### config.mk
export PLATFORM = sky130hd
export DESIGN_NAME = tsgd_ram
export DESIGN_NICKNAME = d
export VERILOG_FILES = /design/src/tsgd_ram.sv
export SDC_FILE = /design/constraint.sdc
export NUM_CORES = 2
export LEC_CHECK = 0
export ABC_AREA = 0
export ABC_CLOCK_PERIOD_IN_PS = 3220
export BUFFER_PORTS_ARGS = -buffer_cell sky130_fd_sc_hd__buf_2
export CAP_MARGIN = 10
export CORE_UTILIZATION = 40
export CTS_CLUSTER_DIAMETER = 50
export DETAILED_ROUTE_END_ITERATION = 8
export GPL_TIMING_DRIVEN = 0
export PLACE_DENSITY = 0.59
export SYNTH_ARGS = -nofsm -noshare
export SYNTH_HDL_FRONTEND = slang
export SYNTH_SLANG_ARGS = --single-unit
export TNS_END_PERCENT = 20
### constraint.sdc
create_clock -name clk -period 3.22 [get_ports clk]
set_input_delay 0.966 -clock clk [delete_from_list [all_inputs] [get_ports clk]]
set_output_delay 0.966 -clock clk [all_outputs]
set_load 0.03 [all_outputs]
### src/tsgd_ram.sv
module tsgd_ram #(
	parameter int WIDTH = 8,
	parameter int DEPTH = 512
) (
	input  logic                     clk,
	input  logic                     we,
	input  logic [$clog2(DEPTH)-1:0] waddr,
	input  logic [WIDTH-1:0]         wdata,
	input  logic [$clog2(DEPTH)-1:0] raddr,
	output logic [WIDTH-1:0]         rdata
);

	logic [WIDTH-1:0] mem [DEPTH];

	always_ff @(posedge clk) begin
		if (we) begin
			mem[waddr] <= wdata;
		end
	end

	// write-first read port
	always_ff @(posedge clk) begin
		if (we && (waddr == raddr)) begin
			rdata <= wdata;
		end else begin
			rdata <= mem[raddr];
		end
	end

endmodule

# After elaboration in Yosys (flattened, before gate mapping)
# Memories as Yosys holds them, arrays and structs flattened. A register that Yosys moved wholly into a read port is not among the register bits.
# Index checks and enable logic that the tools add are counted.
word_totals:
  regBits: 0
  ramBits: 4096
  inputBits: 28
  out_inout_bits: 8
  wordCells: 3
  mem_count: 1
classes:
  muxes: 2
mem_list:
  columns: ["memory", "depth", "width", "rd", "rd_clocked_by_memory_dff", "wr", "line", "text"]
  rows:
  - ["mem", 512, 8, 1, 1, 1, "13", "logic [WIDTH-1:0] mem [DEPTH];"]
ops:
  columns: ["cell", "count"]
  rows:
  - ["$mux 1", 2]

# Longest topological paths before layout
logic_depth:
  ltp_word: 2
  depth_mapped: 12

# Worst setup path after synthesis
# OpenSTA, ideal clock, no wires.
synth_timing:
  path_kind: "reg2out"
  from: "register (tool-made name)"
  to: "output rdata[4]"
  t_arrival_ns: 2.314
  path_slack_ns: -0.060
  path_stages_with_launch: 12
  cell_sequence: "dfxtp_1 buf_6 or2_1 buf_2 buf_6 buf_4 o221ai_1 a21oi_1 nor4_1 nand4_1 nor4_1 o2111a_1"
synth_lines:
  columns: ["element", "line", "text"]
  rows:
  - ["to (decl)", "10", "output logic [WIDTH-1:0] rdata"]

==> flow_metrics.env <==
export IMPL_io_pins=36
export IMPL_drtIter0Drc=15620
export IMPL_synthArstFlopShare=0
export IMPL_start_kind="register"
export IMPL_fin_util=0.4788
export IMPL_setup_viol=399
export IMPL_largest_reg_flops=4096
export IMPL_drtAntennaViolNets=0
export IMPL_num_rows=231
export IMPL_critical_path_class="reg -> out"
export IMPL_arrival_ns=4.69
export IMPL_cts_root_buf="clkbuf_16"
export IMPL_synth_compound_area_frac=0.04313
export IMPL_synth_most_common_cell="edfxtp_1"
export IMPL_finalNonFillerCells=14440
export IMPL_drc=0
export IMPL_final_nets=8802
export IMPL_min_path_type="in -> reg"
export IMPL_yosys_area_share_simple=0.02631
export IMPL_ys_top_cells_by_count="edfxtp_1, mux2i_1, mux4_2"
export IMPL_top_register="mem"
export IMPL_synth_top_cell_area_share=0.7690
export IMPL_worst_pin_slew_ns=1.511
export IMPL_yosys_warnings=0
export IMPL_htreeDepth=5
export IMPL_slew_headroom=-0.007652
export IMPL_cpPeakStageDelay_ns=0.70
export IMPL_power_density_nw_per_um2=617.8
export IMPL_die_area_um2=402400
export IMPL_end_kind="output port"
export IMPL_grt_pass1_wl_mm=803.0
export IMPL_synth_fp_nets=8059
export IMPL_syn_inst=8031
export IMPL_wl_per_cell_um=42.79
export IMPL_synthTopCellsByArea="edfxtp_1, mux4_2, mux2i_1"
export IMPL_slowest_stage="a21oi_1"
export IMPL_worst_slack_ns=-2.440
export IMPL_ys_types=51
export IMPL_hold_viol=0
export IMPL_numCtsBuffers=436
export IMPL_max_freq_ghz=0.1767
export IMPL_place_ws_ns=-3.774
export IMPL_start_util=0.4031
export IMPL_cts_tree="built"
export IMPL_place_gp_congestion=0.9962
export IMPL_grt_overflow_total=0
export IMPL_cpMostUsedCell="buf_4"
export IMPL_syn_area_per_cell_um2=19.92
export IMPL_p_leak_nw=60.56
export IMPL_portBuffers=35
export IMPL_synth_top_cell_by_area="edfxtp_1"
export IMPL_globalRouteTotalUtil=0.3020
export IMPL_status="finished, violations left"
export IMPL_die_w_um=634.4
export IMPL_synth_edf_count=4096
export IMPL_antenna_found_initial=66
export IMPL_dp_hpwl_mm=431.8
export IMPL_min_period_over_period=1.758
export IMPL_tns_ns=-51.63
export IMPL_holdCritStartpoint="raddr[0]"
export IMPL_numPlacedInstances=13420
export IMPL_synth_ff_type="edfxtp_1"
export IMPL_crit_chain="clkinvlp_4 > buf_4 > buf_4 > clkbuf_2 > mux2i_1 > a21oi_1 > o22ai_1 > nor2_1 > o2111a_2 > buf_2"
export IMPL_path_max_fanout=10
export IMPL_cts_buffer_depth=4
export IMPL_grt_start_max_net_pins=155
export IMPL_failed_checks="capacitance limit, slew limit, setup timing"
export IMPL_max_vdd_ir_drop_uv=454.2
export IMPL_synth_top_family_by_area="multiplexers"
export IMPL_ys_seq_elements=4105
export IMPL_ys_seq_area_frac=0.7701
export IMPL_muxShareOfSynthArea=0.1420
export IMPL_min_period_ns=5.660
export IMPL_drv_slew=11
export IMPL_via_per_inst=6.419
export IMPL_synth_cell_area_um2=159900
export IMPL_wl_mm=617.9
export IMPL_rsz0062_at_grt="yes"
export IMPL_synth_xor_area_frac=0
export IMPL_drive_above_1_share=0.2646
export IMPL_die_y_um=634.4
export IMPL_cp_data_required_time_ns=2.25
export IMPL_clock_sinks=4105
export IMPL_fill_cells=32430
export IMPL_drt_pass1_iterations=6
export IMPL_top_regs="mem: 4096 flops"
export IMPL_synthAdderAreaFrac=0
export IMPL_core_area_um2=396800
export IMPL_maxCapViolations=1
export IMPL_vias=92700
export IMPL_path_clk_slew_ns=0.06
export IMPL_area_growth_pct=18.80
export IMPL_grt_pass1_vias=87940
==> layer usage <==
metal,share of wire,track usage,vias to the layer above
met2,0.43,0.4395,7150
met4,0.078,0.2013,22
li1,-,-,35130
met3,0.14,0.1077,1552
met5,0.00080,0.003744,-
met1,0.35,0.3799,48840
==> worst paths after layout <==
| check | to | slack, ns | depth (start not counted) |
|---|---|---|---|
| setup / recovery | rdata[3] | -2.44 | 10 |
| hold / removal | register | 0.05 | 1 |
==> layout make-up <==
type | instances | area (um2) | share of cell area
plain buffers | 506 | 5524 | 0.02907
multi-input cells | 3410 | 36240 | 0.1907
clock buffers | 526 | 11410 | 0.06007
flip-flops and latches | 4105 | 123200 | 0.6483
diodes | 52 | 130.1 | 0.0006848
well taps | 5242 | 6559 | 0.03452
clock inverters | 285 | 2784 | 0.01465
repair buffers | 312 | 4161 | 0.02190
inverters | 3 | 15.01 | 0.00007901
==> critical path, delay by kind of cell, from the launching register on <==
kind | cells | cell delay (ns)
compound gates | 3 | 1.17
flops | 1 | 0.45
simple gates | 1 | 0.12
buf+inv | 5 | 1.57
mux | 1 | 0.30
==> power breakdown <==
part / internal, mW / switching (mW) / total [mW]
combinational: 2.53 / 5.85 / 8.38
sequential: 58.8 / 0.0391 / 58.9
clock: 28.6 / 21.5 / 50.1
==> stage by stage <==
| stage | area, um2 | hold slack [ns] | power (mW) |
|---|---|---|---|
| 2_1_floorplan | 160000 | 0.9937 | 62.84 |
| 3_3_place_gp | 166700 | 1.071 | 67.24 |
| 3_5_place_dp | 169300 | 1.071 | 67.14 |
| 4_1_cts | 188900 | 0.0002160 | 116.9 |
| 5_1_grt | 189900 | 0.03329 | 119.3 |
| 6_report | 190000 | 0.05019 | 117.4 |
==> cell usage in the layout, fill, tap and decap left out, types with 25 or more instances in the layout <==
cell / count
edfxtp_1: 4096
mux2i_1: 790
mux4_2: 654
nor2_1: 553
clkbuf_16: 447
o221ai_1: 218
buf_4: 203
a21oi_1: 171
o22ai_1: 150
clkbuf_1: 136
o221ai_2: 130
clkbuf_2: 104
clkinv_1: 101
nor3_1: 96
buf_12: 94
nand2_1: 92
buf_16: 91
buf_8: 69
o21ai_0: 68
clkinv_2: 68
a22oi_1: 57
clkbuf_4: 55
diode_2: 52
buf_6: 51
clkbuf_8: 46
nor2_2: 42
bufinv_16: 41
buf_2: 38
nand4_1: 32
nand3_1: 30
o21ai_1: 25
==> logic make-up (layout without fill, tap and decap cells) <==
kind of cell	count (synthesis)	in the layout
compound gates	979	979
buf+inv	516	1632
flops	4105	4105
mux	1451	1451
other cells	0	52
simple gates	980	980
==> what timing repair did <==
action | CTS | global route
buffers inserted | 104 | 48
pin swaps | 90 | 55
cloned | 3 | 2
setup endpoints to repair | 399 | 246
hold buffers | 4 | 0
hold endpoints to repair | 4 | 0
gates resized for setup | 1087 | 134
Power figures use the tool's default switching activity.
