$ cat src/tsgd_pkg.sv
package tsgd_pkg;

	// point capacity of the flag and x stores
	localparam int MAX_POINTS = 512;
	localparam int IDX_W      = $clog2(MAX_POINTS);
	localparam int CNT_W      = $clog2(MAX_POINTS + 1);
	localparam int INDEX_W    = 9;
	localparam int HEADER_BYTES = 10;

	// simple glyph flag bits
	localparam logic [7:0] FLAG_X_SHORT = 8'h02;
	localparam logic [7:0] FLAG_Y_SHORT = 8'h04;
	localparam logic [7:0] FLAG_REPEAT  = 8'h08;
	localparam logic [7:0] FLAG_X_SAME  = 8'h10;
	localparam logic [7:0] FLAG_Y_SAME  = 8'h20;

	typedef enum logic [1:0] {
		ERR_NONE     = 2'd0,
		ERR_CONTOURS = 2'd1,
		ERR_POINTS   = 2'd2
	} err_t;

	typedef enum logic [3:0] {
		PH_IDLE   = 4'd0,
		PH_HEADER = 4'd1,
		PH_ENDPTS = 4'd2,
		PH_INSLEN = 4'd3,
		PH_SKIP   = 4'd4,
		PH_FLAGS  = 4'd5,
		PH_COUNT  = 4'd6,
		PH_REPEAT = 4'd7,
		PH_XCOORD = 4'd8,
		PH_YCOORD = 4'd9
	} phase_t;

	typedef struct packed {
		logic               byte_taken;
		logic               point_valid;
		logic [INDEX_W-1:0] point_index;
		logic [15:0]        x_coord;
		logic [15:0]        y_coord;
		logic [7:0]         point_flag;
		logic               last_point;
		err_t               error_code;
		logic [15:0]        box_x_min;
		logic [15:0]        box_y_min;
		logic [15:0]        box_x_max;
		logic [15:0]        box_y_max;
	} result_t;

	typedef struct packed {
		logic             flag_we;
		logic             x_we;
		logic [IDX_W-1:0] waddr;
		logic [7:0]       flag_wdata;
		logic [15:0]      x_wdata;
		logic [IDX_W-1:0] raddr;
	} mem_ctl_t;

endpackage

$ cat src/tsgd_parser.sv
module tsgd_parser (
	input  logic               clk,
	input  logic               arst_n,
	input  logic               go,
	input  logic [7:0]         data_byte,
	input  logic               glyph_start,
	input  logic [7:0]         flag_rd,
	input  logic [15:0]        x_rd,
	output tsgd_pkg::result_t  res,
	output tsgd_pkg::mem_ctl_t mem
);

	localparam int CNT_W = tsgd_pkg::CNT_W;
	localparam int IDX_W = tsgd_pkg::IDX_W;

	tsgd_pkg::phase_t phase_q, ph_e, phase_d;
	logic [15:0]      fbc_q, fbc_e, fbc_d;
	logic [15:0]      contours_q, contours_d;
	logic [CNT_W-1:0] total_q, total_d;
	logic [15:0]      skip_q, skip_d;
	logic [7:0]       hold_q, hold_d;
	logic [7:0]       rep_q, rep_e, rep_d;
	logic [7:0]       rep_flag_q, rep_flag_d;
	logic [CNT_W-1:0] cursor_q, cur_e, cursor_d;
	logic [15:0]      xr_q, xr_e, xr_d;
	logic [15:0]      yr_q, yr_e, yr_d;
	logic [15:0]      box_q [4];
	logic [15:0]      box_d [4];

	logic [15:0]      word;
	logic [2:0]       hdr_idx;
	logic             hdr_bad;
	logic [16:0]      pts;
	logic             pts_bad;
	logic             endpts_last;
	logic [CNT_W-1:0] cur_inc;
	logic             cur_end;
	logic             is_y, sbit, same, need, first_long, done;
	logic [15:0]      acc, dval;
	logic             do_after;
	logic [CNT_W-1:0] af_cur;
	logic [7:0]       af_rep;

	// glyph start restarts the parse before the byte is handled
	always_comb begin
		ph_e  = phase_q;
		fbc_e = fbc_q;
		cur_e = cursor_q;
		rep_e = rep_q;
		xr_e  = xr_q;
		yr_e  = yr_q;
		if (glyph_start) begin
			ph_e  = tsgd_pkg::PH_HEADER;
			fbc_e = '0;
			cur_e = '0;
			rep_e = '0;
			xr_e  = '0;
			yr_e  = '0;
		end
	end

	// shared field decode
	always_comb begin
		word        = {hold_q, data_byte};
		hdr_idx     = fbc_e[3:1];
		hdr_bad     = fbc_e[0] && (hdr_idx == 3'd0) && ((word == 16'd0) || word[15]);
		pts         = {1'b0, word} + 17'd1;
		pts_bad     = pts > 17'(tsgd_pkg::MAX_POINTS);
		endpts_last = ({1'b0, fbc_e} + 17'd1) >= {contours_q, 1'b0};
		cur_inc     = cur_e + 1'b1;
		cur_end     = cur_inc >= total_q;
	end

	// coordinate delta: short with sign, long big-endian, or same
	always_comb begin
		is_y = ph_e == tsgd_pkg::PH_YCOORD;
		sbit = is_y ? |(flag_rd & tsgd_pkg::FLAG_Y_SHORT) : |(flag_rd & tsgd_pkg::FLAG_X_SHORT);
		same = is_y ? |(flag_rd & tsgd_pkg::FLAG_Y_SAME) : |(flag_rd & tsgd_pkg::FLAG_X_SAME);
		acc  = is_y ? yr_e : xr_e;
		need = sbit || !same;
		first_long = !sbit && !same && (fbc_e == 16'd0);
		done = !first_long;
		if (sbit) begin
			dval = same ? (acc + {8'd0, data_byte}) : (acc - {8'd0, data_byte});
		end else if (!same && !first_long) begin
			dval = acc + word;
		end else begin
			dval = acc;
		end
	end

	// next state
	always_comb begin
		phase_d    = ph_e;
		fbc_d      = fbc_e;
		contours_d = contours_q;
		total_d    = total_q;
		skip_d     = skip_q;
		hold_d     = hold_q;
		rep_d      = rep_e;
		rep_flag_d = rep_flag_q;
		cursor_d   = cur_e;
		xr_d       = xr_e;
		yr_d       = yr_e;
		box_d      = box_q;
		do_after   = 1'b0;
		af_cur     = cur_e;
		af_rep     = rep_e;
		unique case (ph_e)
			tsgd_pkg::PH_IDLE: begin
			end
			tsgd_pkg::PH_HEADER: begin
				if (!fbc_e[0]) begin
					hold_d = data_byte;
				end else if (hdr_idx == 3'd0) begin
					contours_d = word;
				end else if (hdr_idx <= 3'd4) begin
					box_d[2'(hdr_idx - 3'd1)] = word;
				end
				if (hdr_bad) begin
					phase_d = tsgd_pkg::PH_IDLE;
				end else if (fbc_e == 16'(tsgd_pkg::HEADER_BYTES - 1)) begin
					fbc_d   = '0;
					phase_d = tsgd_pkg::PH_ENDPTS;
				end else begin
					fbc_d = fbc_e + 16'd1;
				end
			end
			tsgd_pkg::PH_ENDPTS: begin
				if (!fbc_e[0]) begin
					hold_d = data_byte;
					fbc_d  = fbc_e + 16'd1;
				end else if (endpts_last) begin
					if (pts_bad) begin
						phase_d = tsgd_pkg::PH_IDLE;
					end else begin
						total_d = CNT_W'(pts);
						fbc_d   = '0;
						phase_d = tsgd_pkg::PH_INSLEN;
					end
				end else begin
					fbc_d = fbc_e + 16'd1;
				end
			end
			tsgd_pkg::PH_INSLEN: begin
				if (fbc_e == 16'd0) begin
					hold_d = data_byte;
					fbc_d  = 16'd1;
				end else begin
					skip_d   = word;
					fbc_d    = '0;
					cursor_d = '0;
					rep_d    = '0;
					phase_d  = (word != 16'd0) ? tsgd_pkg::PH_SKIP : tsgd_pkg::PH_FLAGS;
				end
			end
			tsgd_pkg::PH_SKIP: begin
				skip_d = skip_q - 16'd1;
				if (skip_q == 16'd1) begin
					phase_d = tsgd_pkg::PH_FLAGS;
				end
			end
			tsgd_pkg::PH_FLAGS: begin
				cursor_d = cur_inc;
				if (|(data_byte & tsgd_pkg::FLAG_REPEAT)) begin
					rep_flag_d = data_byte;
					phase_d    = tsgd_pkg::PH_COUNT;
				end else begin
					do_after = 1'b1;
					af_cur   = cur_inc;
				end
			end
			tsgd_pkg::PH_COUNT: begin
				rep_d    = data_byte;
				do_after = 1'b1;
				af_rep   = data_byte;
			end
			tsgd_pkg::PH_REPEAT: begin
				cursor_d = cur_inc;
				rep_d    = rep_e - 8'd1;
				do_after = 1'b1;
				af_cur   = cur_inc;
				af_rep   = rep_e - 8'd1;
			end
			tsgd_pkg::PH_XCOORD, tsgd_pkg::PH_YCOORD: begin
				if (is_y) begin
					yr_d = dval;
				end else begin
					xr_d = dval;
				end
				if (first_long) begin
					hold_d = data_byte;
					fbc_d  = 16'd1;
				end else if (!sbit && !same) begin
					fbc_d = '0;
				end
				if (done) begin
					cursor_d = cur_inc;
					if (cur_end) begin
						if (is_y) begin
							phase_d = tsgd_pkg::PH_IDLE;
						end else begin
							cursor_d = '0;
							fbc_d    = '0;
							yr_d     = '0;
							phase_d  = tsgd_pkg::PH_YCOORD;
						end
					end
				end
			end
			default: begin
				phase_d = tsgd_pkg::PH_IDLE;
			end
		endcase
		// end of a flag write: more repeats, next flag, or on to x
		if (do_after) begin
			if ((af_rep != 8'd0) && (af_cur < total_q)) begin
				phase_d = tsgd_pkg::PH_REPEAT;
			end else if (af_cur >= total_q) begin
				rep_d    = '0;
				cursor_d = '0;
				fbc_d    = '0;
				xr_d     = '0;
				phase_d  = tsgd_pkg::PH_XCOORD;
			end else begin
				phase_d = tsgd_pkg::PH_FLAGS;
			end
		end
	end

	// outputs and store writes
	always_comb begin
		res            = '0;
		mem.flag_we    = 1'b0;
		mem.x_we       = 1'b0;
		mem.waddr      = cur_e[IDX_W-1:0];
		mem.flag_wdata = data_byte;
		mem.x_wdata    = dval;
		mem.raddr      = go ? cursor_d[IDX_W-1:0] : cursor_q[IDX_W-1:0];
		unique case (ph_e)
			tsgd_pkg::PH_IDLE: begin
			end
			tsgd_pkg::PH_HEADER: begin
				res.byte_taken = 1'b1;
				if (hdr_bad) begin
					res.error_code = tsgd_pkg::ERR_CONTOURS;
				end
			end
			tsgd_pkg::PH_ENDPTS: begin
				res.byte_taken = 1'b1;
				if (fbc_e[0] && endpts_last && pts_bad) begin
					res.error_code = tsgd_pkg::ERR_POINTS;
				end
			end
			tsgd_pkg::PH_INSLEN, tsgd_pkg::PH_SKIP, tsgd_pkg::PH_COUNT: begin
				res.byte_taken = 1'b1;
			end
			tsgd_pkg::PH_FLAGS: begin
				res.byte_taken = 1'b1;
				mem.flag_we    = go && (cur_e < CNT_W'(tsgd_pkg::MAX_POINTS));
			end
			tsgd_pkg::PH_REPEAT: begin
				mem.flag_we    = go && (cur_e < CNT_W'(tsgd_pkg::MAX_POINTS));
				mem.flag_wdata = rep_flag_q;
			end
			tsgd_pkg::PH_XCOORD: begin
				res.byte_taken = need;
				mem.x_we       = go && done && (cur_e < CNT_W'(tsgd_pkg::MAX_POINTS));
			end
			tsgd_pkg::PH_YCOORD: begin
				res.byte_taken = need;
				if (done) begin
					res.point_valid = 1'b1;
					res.point_index = tsgd_pkg::INDEX_W'(cur_e);
					res.x_coord     = x_rd;
					res.y_coord     = dval;
					res.point_flag  = flag_rd;
					if (cur_end) begin
						res.last_point = 1'b1;
						res.box_x_min  = box_q[0];
						res.box_y_min  = box_q[1];
						res.box_x_max  = box_q[2];
						res.box_y_max  = box_q[3];
					end
				end
			end
			default: begin
			end
		endcase
	end

	always_ff @(posedge clk or negedge arst_n) begin
		if (!arst_n) begin
			phase_q    <= tsgd_pkg::PH_IDLE;
			fbc_q      <= '0;
			contours_q <= '0;
			total_q    <= '0;
			skip_q     <= '0;
			hold_q     <= '0;
			rep_q      <= '0;
			rep_flag_q <= '0;
			cursor_q   <= '0;
			xr_q       <= '0;
			yr_q       <= '0;
			for (int i = 0; i < 4; i++) begin
				box_q[i] <= '0;
			end
		end else if (go) begin
			phase_q    <= phase_d;
			fbc_q      <= fbc_d;
			contours_q <= contours_d;
			total_q    <= total_d;
			skip_q     <= skip_d;
			hold_q     <= hold_d;
			rep_q      <= rep_d;
			rep_flag_q <= rep_flag_d;
			cursor_q   <= cursor_d;
			xr_q       <= xr_d;
			yr_q       <= yr_d;
			box_q      <= box_d;
		end
	end

endmodule

$ cat config.mk
export PLATFORM = sky130hd
export DESIGN_NAME = tsgd_parser
export DESIGN_NICKNAME = d
export VERILOG_FILES = /design/src/tsgd_pkg.sv /design/src/tsgd_parser.sv
export SDC_FILE = /design/constraint.sdc
export NUM_CORES = 1
export LEC_CHECK = 0
export BUFFER_PORTS_ARGS = -buffer_cell sky130_fd_sc_hd__buf_2
export CORE_MARGIN = 2
export CORE_UTILIZATION = 50
export CTS_CLUSTER_DIAMETER = 50
export DETAILED_ROUTE_END_ITERATION = 10
export GPL_TIMING_DRIVEN = 0
export PLACE_DENSITY = 0.78
export SLEW_MARGIN = 20
export SYNTH_ARGS = -nofsm -noshare
export SYNTH_HDL_FRONTEND = slang
export SYNTH_SLANG_ARGS = --single-unit
$ cat constraint.sdc
create_clock -name clk -period 12.9 [get_ports clk]
set_clock_uncertainty 0.2 [all_clocks]
set_input_delay 1.935 -clock clk [delete_from_list [all_inputs] [get_ports clk]]
set_output_delay 1.935 -clock clk [all_outputs]
set_load 0.005 [all_outputs]
# ---- Yosys cells after proc, flatten, opt, wreduce, memory -nomap -nowiden
# Cells that the tools add are included.
dict set report classes {
  shift 0
  n_lt_le_gt_ge 9
  n_div 0
  bitwise 3
  n_mux 94
  reduce_logical 37
  n_mul 0
  n_eq_ne 15
  n_addsub 10
}
# op n
set op_table {}
lappend op_table {{$mux 16} 32}
lappend op_table {{$mux 64} 3}
lappend op_table {{$mux 51} 2}
lappend op_table {{$mux 10} 9}
lappend op_table {{$mux 8} 9}
lappend op_table {{$bwmux 64} 1}
lappend op_table {{$pmux 16 s4} 1}
lappend op_table {{$mux 4} 14}
lappend op_table {{$pmux 8 s3} 2}
lappend op_table {{$add 16x1->17 const B} 2}
lappend op_table {{$demux 16 s2} 1}
lappend op_table {{$logic_not 16->1} 2}
lappend op_table {{$pmux 16 s2} 1}
lappend op_table {{$pmux 10 s3} 1}
lappend op_table {{$pmux 4 s7} 1}
lappend op_table {{$ge 10x10->1} 2}
lappend op_table {{$pmux 10 s2} 1}
lappend op_table {{$ge 17x17->1} 1}
lappend op_table {{$gt 17x10->1 const B} 1}
lappend op_table {{$add 16x1->16 const B} 1}
lappend op_table {{$add 16x16->16} 1}
lappend op_table {{$add 16x8->16} 1}
lappend op_table {{$eq 16x1->1 const B} 1}
lappend op_table {{$eq 16x4->1 const B} 1}
lappend op_table {{other kinds (39)} 77}
dict set report totals {
  wordCells 183
  latch_bits 0
  romBits 0
  mem_bits_rw 0
  ff_bits 192
  input_bits 36
  mem_count 0
}

# ---- Depth between registers and ports, before layout
# Gate-level depths: netlist (run 1).
dict set report depth {
  depth_word 15
  ltp_mapped 25
  mapped_depth_nobuf 19
}

# ---- Worst setup path before layout (run 1)
# No wires, ideal clock.
dict set report synth_timing {
  path_type {input to output}
  from {in glyph_start}
  to {out mem[1] in the netlist's numbering}
  path_slack_ps 4659
  arrival_time_ps 6106
  stages 23
  n_path_buf 8
  path_cell_list {buf_2 > buf_2 > buf_2 > buf_2 > buf_2 > buf_2 > nand2b_1 > inv_1 > ha_1 > and3_1 > and3_1 > clkbuf_1 > nand4_1 > xnor2_1 > ha_1 > nand4_1 > or3_1 > nor4_1 > nand4_1 > nand2_2 > buf_2 > nor2_1 > a22o_1}
}
# item line_no
set synth_lines {}
lappend synth_lines {{start: declaration} tsgd_parser.sv:6} ;# input logic glyph_start,
lappend synth_lines {{end: declaration} tsgd_parser.sv:10} ;# output tsgd_pkg::mem_ctl_t mem

==> flow_metrics.tcl, run 1 <==
set metrics [dict create \
    gp_congestion 0.998 \
    grt_usage_pct 31.1 \
    post_cts_buffers 0 \
    async_flop_share_pct 100 \
    drv_cap 0 \
    status "finished, final reports clean" \
    clk_path_buf_depth 2 \
    grt_max_degree 92 \
    fp-row-count 61 \
    dr.first_iter.drc_count 1324 \
    fin_tns_setup_ns 0 \
    max_slew_margin_pct 19.3 \
    syn-num-nets 1763 \
    dieArea_mm2 0.0296 \
    crit_path_end_kind "output port" \
    post-place-ws_ns 2.72 \
    syn_area_mm2 0.0141 \
    avgViaCountPerCell 6.12 \
    dr.pass1.iters 6 \
    area_growth_pct 15.5 \
    ys_ff_latch 192 \
    synthFlopType "dfrtp_1" \
    finalWorstSetupSlack_ns 2.54 \
    fin_crit_ns 10.36 \
    grt_pass1_wl_um 71000 \
    syn_avg_cell_area_um2 8.56 \
    cts_buffers 17 \
    utilization_pct 58.7 \
    antenna_found_initial 1 \
    drv_slew 0 \
    worstPathArrival_ns 8.23 \
    detailroute.via_count 13800 \
    path_max_fanout 10 \
    synth-edff-count 0 \
    numClockSinks 192 \
    hold_violations 0 \
    postRouteAntennaNets 0 \
    post-route-period-util_pct 80.3 \
    post_synth_inst_count 1650 \
    yosysWarnings 0 \
    h-tree-depth 4 \
    setup.worst_path.start_class "primary input" \
    avgRoutedWirePerCell_um 20.5 \
    initial_utilization_pct 50.8 \
    die_w_um 172 \
    cts_tree "built" \
    finalSetupViolCount 0 \
    clk_latency_ns 0.45 \
    grt_pass1_vias 12900 \
    hold_class "register to register" \
    power.density_mw_per_mm2 110 \
    rsz0062_at_grt "no" \
    io_pins 198 \
    holdBufCountCts 0 \
    drc 0 \
    leakage_nw 8.03 \
    fillCellCount 2481 \
    dieHeight_um 172 \
    ys_seq_area_share_pct 34.0 \
    drive_above_1_share_pct 20.8 \
    ys_types 99 \
    max_freq_mhz 96.5 \
    clk_pin_slew_ns 0.10 \
    clock-root-buffer "clkbuf_16" \
    routed_wirelength_um 46400 \
    port_buffers 197 \
    required_ns 10.76 \
    total_power_mw 1.80 \
    critPathKind "primary input to output port" \
    max-vdd-ir-drop_mv 0.0832 \
    dpl.hpwl_um 34500 \
    cts_resized 0 \
    worst_pin_slew_ns 1.20 \
    fin_nets 1981 \
    coreArea_mm2 0.0278 \
    overflow 0 \
]
-- worst paths after layout --
kind | cells after the start | start | slack (ns) | endpoint
max in group asynchronous | 3 | arst_n | 10.30 | skip_q[12]$_DFFE_PN0P_
min | 2 | box_q[3]$_DFFE_PN0P_ | 0.28 | box_q[3]$_DFFE_PN0P_
max | 25 | glyph_start | 2.54 | mem[8]
max reg2reg | 16 | phase_q[3]$_DFFE_PN0P_ | 7.25 | yr_q[13]$_DFFE_PN0P_
min in group asynchronous | 1 | arst_n | 1.07 | yr_q[7]$_DFFE_PN0P_
min reg2reg | 2 | box_q[3]$_DFFE_PN0P_ | 0.28 | box_q[3]$_DFFE_PN0P_
-- critical path: stages --
cell and delay [ns]:
buf_2 0.14, buf_2 0.31, buf_2 0.38, buf_2 0.35
buf_2 0.35, buf_2 0.36, buf_2 0.33, nand2b_1 0.20
inv_1 0.13, ha_1 0.29, and3_1 0.20, and3_1 0.17
clkbuf_1 0.16, nand4_1 0.14, xnor2_1 0.09, ha_1 0.33
nand4_1 0.15, or3_1 0.46, nor4_1 0.21, nand4_1 0.16
nand2_2 0.29, buf_2 0.36, buf_2 0.37, o2bb2ai_1 0.15
buf_2 0.15
-- layer usage --
metal / share of wire [%] / wire length (um) / track usage (%) / up-vias
li1: - / - / - / 6316
met1: 42 / 19500 / 42.1 / 6621
met2: 45 / 20700 / 49.3 / 766
met3: 10 / 4630 / 6.43 / 121
met4: 3.3 / 1550 / 11.7 / 0
met5: 0 / 0 / 0 / -
-- Yosys cell counts, types with 10 or more instances --
| library cell | count | area (um2) |
|---|---|---|
| a21o_1 | 21 | 158 |
| a21oi_1 | 88 | 440 |
| a22o_1 | 27 | 236 |
| and2_1 | 83 | 519 |
| and3_1 | 39 | 244 |
| buf_2 | 23 | 115 |
| clkbuf_1 | 59 | 221 |
| dfrtp_1 | 192 | 4800 |
| ha_1 | 75 | 938 |
| inv_1 | 69 | 259 |
| mux2_2 | 71 | 800 |
| mux2i_1 | 12 | 120 |
| nand2_1 | 189 | 709 |
| nand2b_1 | 25 | 156 |
| nand3_1 | 37 | 185 |
| nand4_1 | 21 | 131 |
| nor2_1 | 115 | 432 |
| nor2b_1 | 17 | 106 |
| nor3_1 | 47 | 235 |
| nor4_1 | 17 | 106 |
| o21a_1 | 10 | 75.1 |
| o21ai_0 | 120 | 601 |
| o221ai_1 | 12 | 105 |
| o22ai_1 | 16 | 100 |
| or3_1 | 11 | 68.8 |
| xnor2_1 | 46 | 403 |
| xor2_1 | 22 | 193 |
-- cells in the final DEF, fill, tap and decap left out, drive strengths merged, types with 17 or more instances in the layout --
master    n
buf     237
dfrtp   192
nand2   192
o21ai   129
nor2    118
a21oi    90
and2     84
inv      84
clkbuf   83
ha       75
mux2     73
nor3     49
xnor2    46
and3     39
nand3    37
a22o     27
nand2b   26
xor2     22
a21o     22
nand4    21
nor4     21
nor2b    17
o22ai    17
-- where the power goes --
part	switching (mW)	total (mW)	internal [mW]
sequential	0.0475	0.713	0.666
combinational	0.304	0.479	0.175
clock	0.320	0.603	0.283
-- cells by family after synthesis --
logic type	Yosys count	share of synthesized area (%)
adders and majority gates	77	6.93
and+or+nand+nor	641	23.1
AOI/OAI and AO/OA	409	19.6
buffers and inverters	178	5.37
DFF	192	34.0
xor gates and xnor gates	68	4.22
muxes	85	6.73
-- sequential cells by signal (all words and copies together) (netlist names) --
register    count
total_q        10
cursor_q       10
rep_q           8
phase_q         4
skip_q         16
fbc_q          16
xr_q           16
rep_flag_q      8
box_q          64
hold_q          8
contours_q     16
yr_q           16
-- area by class of cell --
class	count	area, um2	area share (%)
multi-input combinational	1280	8550	52.4
timing repair buffer	199	1050	6.44
antenna	1	2.50	0.0153
buffer	104	480	2.95
clock buffer	17	425	2.61
tap	378	473	2.90
inverter	74	278	1.70
clock inverter	15	240	1.47
sequential	192	4800	29.5
-- through the flow --
stage          instance area [um2]  std cells  hold slack, ns
2_1_floorplan                14100       1650           0.239
3_3_place_gp                 15600       2225           0.252
3_5_place_dp                 15600       2227           0.256
4_1_cts                      16300       2259           0.286
5_1_grt                      16300       2260           0.308
6_report                     16300       2260           0.283
No activity file was read; power rests on OpenSTA's default activity.
==> inputs of run 2 (changes only) <==
- ABC_AREA: unset -> 1
- PLACE_DENSITY: 0.78 -> 0.8
- clock period: 12.9 -> 9.3 ns (I/O delays scaled with it)
==> flow_metrics.tcl, run 2 <==
set metrics [dict create \
    leakage_nw 9.15 \
    fp-row-count 64 \
    fin_hold_ws_ns 0.272 \
    dpl.hpwl_um 40300 \
    drc 0 \
    port_buffers 196 \
    grt_pass1_vias 15900 \
    status "finished, final reports clean" \
    cts_resized 0 \
    netSwitchingPower_mw 1.73 \
    clk_latency_ns 0.47 \
    antenna_found_initial 1 \
    clock-root-buffer "clkbuf_16" \
    layout_commonest_cell "nand2_1" \
    max-vdd-ir-drop_mv 0.160 \
    ys_ff_latch 192 \
    finalWorstSetupSlack_ns 1.53 \
    overflow 0 \
    syn_area_mm2 0.0155 \
    setup.worst_path.start_class "primary input" \
    async_flop_share_pct 100 \
    dieHeight_um 180 \
    total_power_mw 3.65 \
    cp_slowest_cell "clkbuf_1" \
    post_cts_buffers 0 \
    crit_family "buffers and inverters" \
    post-place-ws_ns 1.75 \
    cts_buffers 17 \
    io_pins 198 \
    finalSetupViolCount 0 \
    area_growth_pct 13.7 \
    final_area_mm2 0.0176 \
    utilization_pct 57.6 \
    largest_register_ffs 64 \
    crit_path_end_kind "output port" \
    cts_tree "built" \
    path_buf_inv 9 \
    required_ns 7.71 \
    avgRoutedWirePerCell_um 17.6 \
    yosysTopAreaCellShare_pct 31.1 \
    max_freq_mhz 129 \
    dpl.cell_count 3008 \
    die_w_um 180 \
    max_slew_margin_pct 36.5 \
    routed_wirelength_um 53700 \
    syn-num-nets 2528 \
    worst_pin_slew_ns 0.953 \
    drv_cap 0 \
    hold_violations 0 \
    dr.pass1.iters 7 \
    path_max_fanout 10 \
    synth.most_common_cell "nand2_1" \
    fin_tns_setup_ns 0 \
    post-route-period-util_pct 83.6 \
    ys_seq_area_share_pct 31.1 \
    fin_cells 3040 \
    numClockSinks 192 \
    coreArea_mm2 0.0305 \
    dr.first_iter.drc_count 1751 \
    initial_utilization_pct 50.7 \
    yosysWarnings 0 \
    synth-edff-count 0 \
    yosys-top-cells-area "dfrtp_1 (31%), nand2_1 (16%), inv_1 (7.5%)" \
    drive_above_1_share_pct 13.6 \
    p_int_mw 1.92 \
    detailroute.via_count 17000 \
    synth_top_area_cell "dfrtp_1" \
    clkPwrFrac_pct 21.2 \
    synthFlopType "dfrtp_1" \
    path_cells "buf_2 > buf_2 > inv_1 > clkbuf_1 > nor2_1 > nor2_1 > inv_1 > clkbuf_1 > nand2_1 > o21ai_0 > ha_1 > a21oi_1 > o21ai_0 > nand2_1 > o211ai_1 > a31oi_1 > nand2_1 > nand3_4 > nand2_4 > inv_2 > buf_4 > nand3_1 > nand2_1 > buf_2" \
    fin_nets 2744 \
    synth_common_cells "nand2_1 (670), inv_1 (310), nor2_1 (309), o21ai_0 (210), dfrtp_1 (192)" \
    pwr-share-comb_pct 46.2 \
    final_cell_mix "nand2_1 (670), inv_1 (310), nor2_1 (309)" \
    critPathKind "primary input to output port" \
    syn_avg_cell_area_um2 6.40 \
    worstPathArrival_ns 6.18 \
    p_seq_share_pct 32.6 \
    clk_path_buf_depth 2 \
    slowest_delay_ns 0.62 \
    avgViaCountPerCell 5.60 \
    drv_slew 0 \
    grt_pass1_wl_um 84300 \
    h-tree-depth 4 \
    post_synth_inst_count 2415 \
    swShare_pct 47.4 \
    rsz0062_at_grt "no" \
    holdBufCountCts 0 \
    crit_top_cell "nand2_1" \
    clk_pin_slew_ns 0.08 \
    fin_crit_ns 7.77 \
    postRouteAntennaNets 0 \
    largest-register "box_q" \
    grt_max_degree 101 \
    num_antenna_cells 0 \
    grt_usage_pct 32.6 \
    fillCellCount 2980 \
    hold_class "register to register" \
    power.density_mw_per_mm2 208 \
    gp_congestion 1.02 \
    placed_cell_area_mm2 0.0170 \
    dieArea_mm2 0.0323 \
    ys_types 56 \
]
==> run 2: power by group through the flow <==
stage                     sequential (mW)  clock [mW]  combinational, mW
final                                1.19       0.774               1.69
after global routing                 1.21       0.807               1.88
after CTS                            1.18       0.775               1.66
after detailed placement             1.20           0               1.64
after global placement               1.19           0               1.60
after floorplan                      1.15           0               1.14
==> run 2: layout make-up <==
| cell class | instances | area [um2] | share of cell area, % |
|---|---|---|---|
| clock inverter | 15 | 183 | 1.04 |
| sequential | 192 | 4800 | 27.3 |
| buffer | 96 | 477 | 2.71 |
| clock buffer | 17 | 425 | 2.42 |
| multi-input combinational | 1789 | 8910 | 50.7 |
| tap | 396 | 495 | 2.82 |
| inverter | 338 | 1270 | 7.22 |
| timing repair buffer | 197 | 1020 | 5.79 |
==> run 2: cells by family after synthesis <==
group / count (synthesis) / synth area share (%)
compound gates: 443 / 15.7
xor+xnor: 35 / 1.98
fa+ha+maj: 77 / 6.33
buf+inv: 434 / 11.3
flops: 192 / 31.1
simple gates: 1234 / 33.6
==> run 2: metal layers <==
layer	share of wire, %	wire length [um]	vias to the layer above	GRT usage [%]
li1	-	-	8174	-
met1	41	22000	7900	41.8
met2	47	25000	786	53.4
met3	8.1	4360	148	6.10
met4	4.3	2320	2	15.3
met5	0.034	18	-	0
==> run 2: worst paths after layout <==
kind | startpoint | slack (ns) | depth (start not counted) | to
min in group asynchronous | arst_n | 0.77 | 1 | box_q[9]$_DFFE_PN0P_
worst max register to register | phase_q[3]$_DFFE_PN0P_ | 4.37 | 22 | cursor_q[0]$_DFFE_PN0P_
worst max-delay path | data_byte[3] | 1.53 | 24 | mem[2]
max in group asynchronous | arst_n | 7.15 | 2 | yr_q[12]$_DFFE_PN0P_
worst min-delay path | rep_flag_q[3]$_DFFE_PN0P_ | 0.27 | 2 | rep_flag_q[3]$_DFFE_PN0P_
worst min register to register | rep_flag_q[3]$_DFFE_PN0P_ | 0.27 | 2 | rep_flag_q[3]$_DFFE_PN0P_
==> run 2: worst reg2reg max path, delay by kind of cell (launching register included) <==
family | cells | cell delay (ns)
AND/OR/NAND/NOR | 9 | 1.91
adder cells (fa/ha/maj) | 1 | 0.31
buffers and inverters | 6 | 1.18
flip-flops | 1 | 0.39
AO/OA/AOI/OAI | 6 | 0.87
==> inputs of run 3 (changes only) <==
- ABC_AREA: 1 -> 0
- PLACE_DENSITY: 0.8 -> 0.81
- clock period: 9.3 -> 6.84 ns (I/O delays scaled with it)
==> flow_metrics.tcl, run 3 (synthesis results as in run 1) <==
set metrics [dict create \
    setup.worst_path.start_class "primary input" \
    final_cell_mix "buf_2 (211), dfrtp_1 (192), nand2_1 (189)" \
    pwr-share-comb_pct 27.9 \
    crit_path_end_kind "output port" \
    avgViaCountPerCell 6.15 \
    antenna_found_initial 0 \
    status "finished, final reports clean" \
    dieHeight_um 172 \
    post-place-ws_ns -1.48 \
    clk_latency_ns 0.46 \
    worst_pin_slew_ns 1.13 \
    layout_commonest_cell "buf_2" \
    max_freq_mhz 148 \
    dr.first_iter.drc_count 1315 \
    fp-row-count 61 \
    dr.pass1.iters 6 \
    cts_buffers 17 \
    p_int_mw 2.10 \
    clk_path_buf_depth 2 \
    detailroute.via_count 14000 \
    fin_crit_ns 6.74 \
    total_power_mw 3.32 \
    final_area_mm2 0.0165 \
    fin_cells 2268 \
    fin_nets 1990 \
    hold_class "primary input to asynchronous set/reset pin" \
    max-vdd-ir-drop_mv 0.167 \
    num_antenna_cells 0 \
    cts_tree "built" \
    gp_congestion 0.968 \
    routed_wirelength_um 46500 \
    grt_usage_pct 31.1 \
    largest_register_ffs 64 \
    power.density_mw_per_mm2 201 \
    overflow 0 \
    netSwitchingPower_mw 1.22 \
    drv_slew 0 \
    dieArea_mm2 0.0296 \
    postRouteAntennaNets 0 \
    drive_above_1_share_pct 22.5 \
    drv_cap 0 \
    holdBufCountCts 0 \
    dpl.cell_count 2227 \
    fillCellCount 2442 \
    area_growth_pct 17.1 \
    numClockSinks 192 \
    port_buffers 197 \
    clkPwrFrac_pct 31.6 \
    p_seq_share_pct 40.5 \
    utilization_pct 59.5 \
    io_pins 198 \
    path_max_fanout 19 \
    critPathKind "primary input to output port" \
    finalSetupViolCount 0 \
    required_ns 5.61 \
    leakage_nw 8.09 \
    avgRoutedWirePerCell_um 20.5 \
    drc 0 \
    dpl.hpwl_um 34100 \
    grt_pass1_vias 13000 \
    grt_pass1_wl_um 71000 \
    largest-register "box_q" \
    swShare_pct 36.8 \
    h-tree-depth 4 \
    worstPathArrival_ns 5.51 \
    grt_max_degree 94 \
    hold_violations 0 \
    initial_utilization_pct 50.8 \
    die_w_um 172 \
    post-route-period-util_pct 98.5 \
    coreArea_mm2 0.0278 \
    clock-root-buffer "clkbuf_16" \
    finalWorstSetupSlack_ns 0.104 \
    max_slew_margin_pct 24.1 \
    clk_pin_slew_ns 0.08 \
    placed_cell_area_mm2 0.0156 \
]
## run 3: cell types whose count changed in the layout (fill, tap and decap cells not counted), moves of 71 or more
cell and delta:
nand2_1 -481, nor2_1 -196, mux2_2 +71, nand3_1 -105
o21ai_0 -91, and2_1 +82, inv_1 -243
## run 3: path summary, 6_finish.rpt
path	end	slack, ns	startpoint	depth (start not counted)
min in group clk	box_q[3]$_DFFE_PN0P_	0.28	box_q[3]$_DFFE_PN0P_	2
min	yr_q[7]$_DFFE_PN0P_	0.21	arst_n	1
max in group asynchronous	box_q[12]$_DFFE_PN0P_	5.13	arst_n	3
max	mem[2]	0.10	glyph_start	24
min reg2reg	box_q[3]$_DFFE_PN0P_	0.28	box_q[3]$_DFFE_PN0P_	2
max reg2reg	fbc_q[7]$_DFFE_PN0P_	1.70	fbc_q[0]$_DFFE_PN0P_	20
## run 3: critical path, cell delays in order
cell and delay, ns:
buf_2 0.15, buf_4 0.24, buf_8 0.22, buf_6 0.21, buf_6 0.20, buf_4 0.23
nand2b_4 0.17, inv_2 0.06, ha_4 0.18, and3_4 0.16, and3_4 0.19, xor2_1 0.16
ha_1 0.30, nand2_1 0.07, nor3_1 0.26, a21oi_2 0.12, buf_4 0.17, buf_4 0.14
o41ai_4 0.49, a22oi_1 0.12, o21ai_1 0.17, o2bb2ai_1 0.10, a31o_1 0.21, buf_2 0.13
## run 3: power groups by stage
stage / Sequential, mW / Combinational (mW) / Clock (mW)
after floorplan: 1.33 / 0.585 / 0
after global placement: 1.36 / 0.847 / 0
after detailed placement: 1.36 / 0.876 / 0
after CTS: 1.34 / 0.894 / 1.05
after global routing: 1.36 / 1.00 / 1.09
final: 1.35 / 0.925 / 1.05
## run 3: area by class of cell
| cell class | count | area, um2 | area share (%) |
|---|---|---|---|
| clock inverters | 14 | 181 | 1.10 |
| well taps | 378 | 473 | 2.86 |
| repair buffers | 211 | 1140 | 6.90 |
| clock buffers | 18 | 429 | 2.60 |
| multi-input cells | 1280 | 8700 | 52.6 |
| plain buffers | 101 | 523 | 3.16 |
| flip-flops and latches | 192 | 4800 | 29.1 |
| inverters | 74 | 278 | 1.68 |
## run 3: metrics by stage
| step | hold slack (ns) | TNS, ns |
|---|---|---|
| final | 0.212 | 0 |
| after global placement | 0.252 | -109.20 |
| after detailed placement | 0.262 | -105.61 |
| after floorplan | 0.239 | 0 |
| after CTS | 0.202 | 0 |
| after global routing | 0.220 | -0.0403 |
## run 3: what timing repair did
action,CTS,global route
hold endpoints to repair,0,0
setup buffers,7,5
resized for setup,33,16
endpoints found under the setup margin,91,49
pin swaps,5,7
## run 3: layer usage
layer	track usage (%)	vias up	wire (um)
met5	0	-	0
met4	12.4	0	1910
met3	7.35	139	4960
met2	48.9	812	20400
met1	41.5	6680	19300
li1	-	6326	-
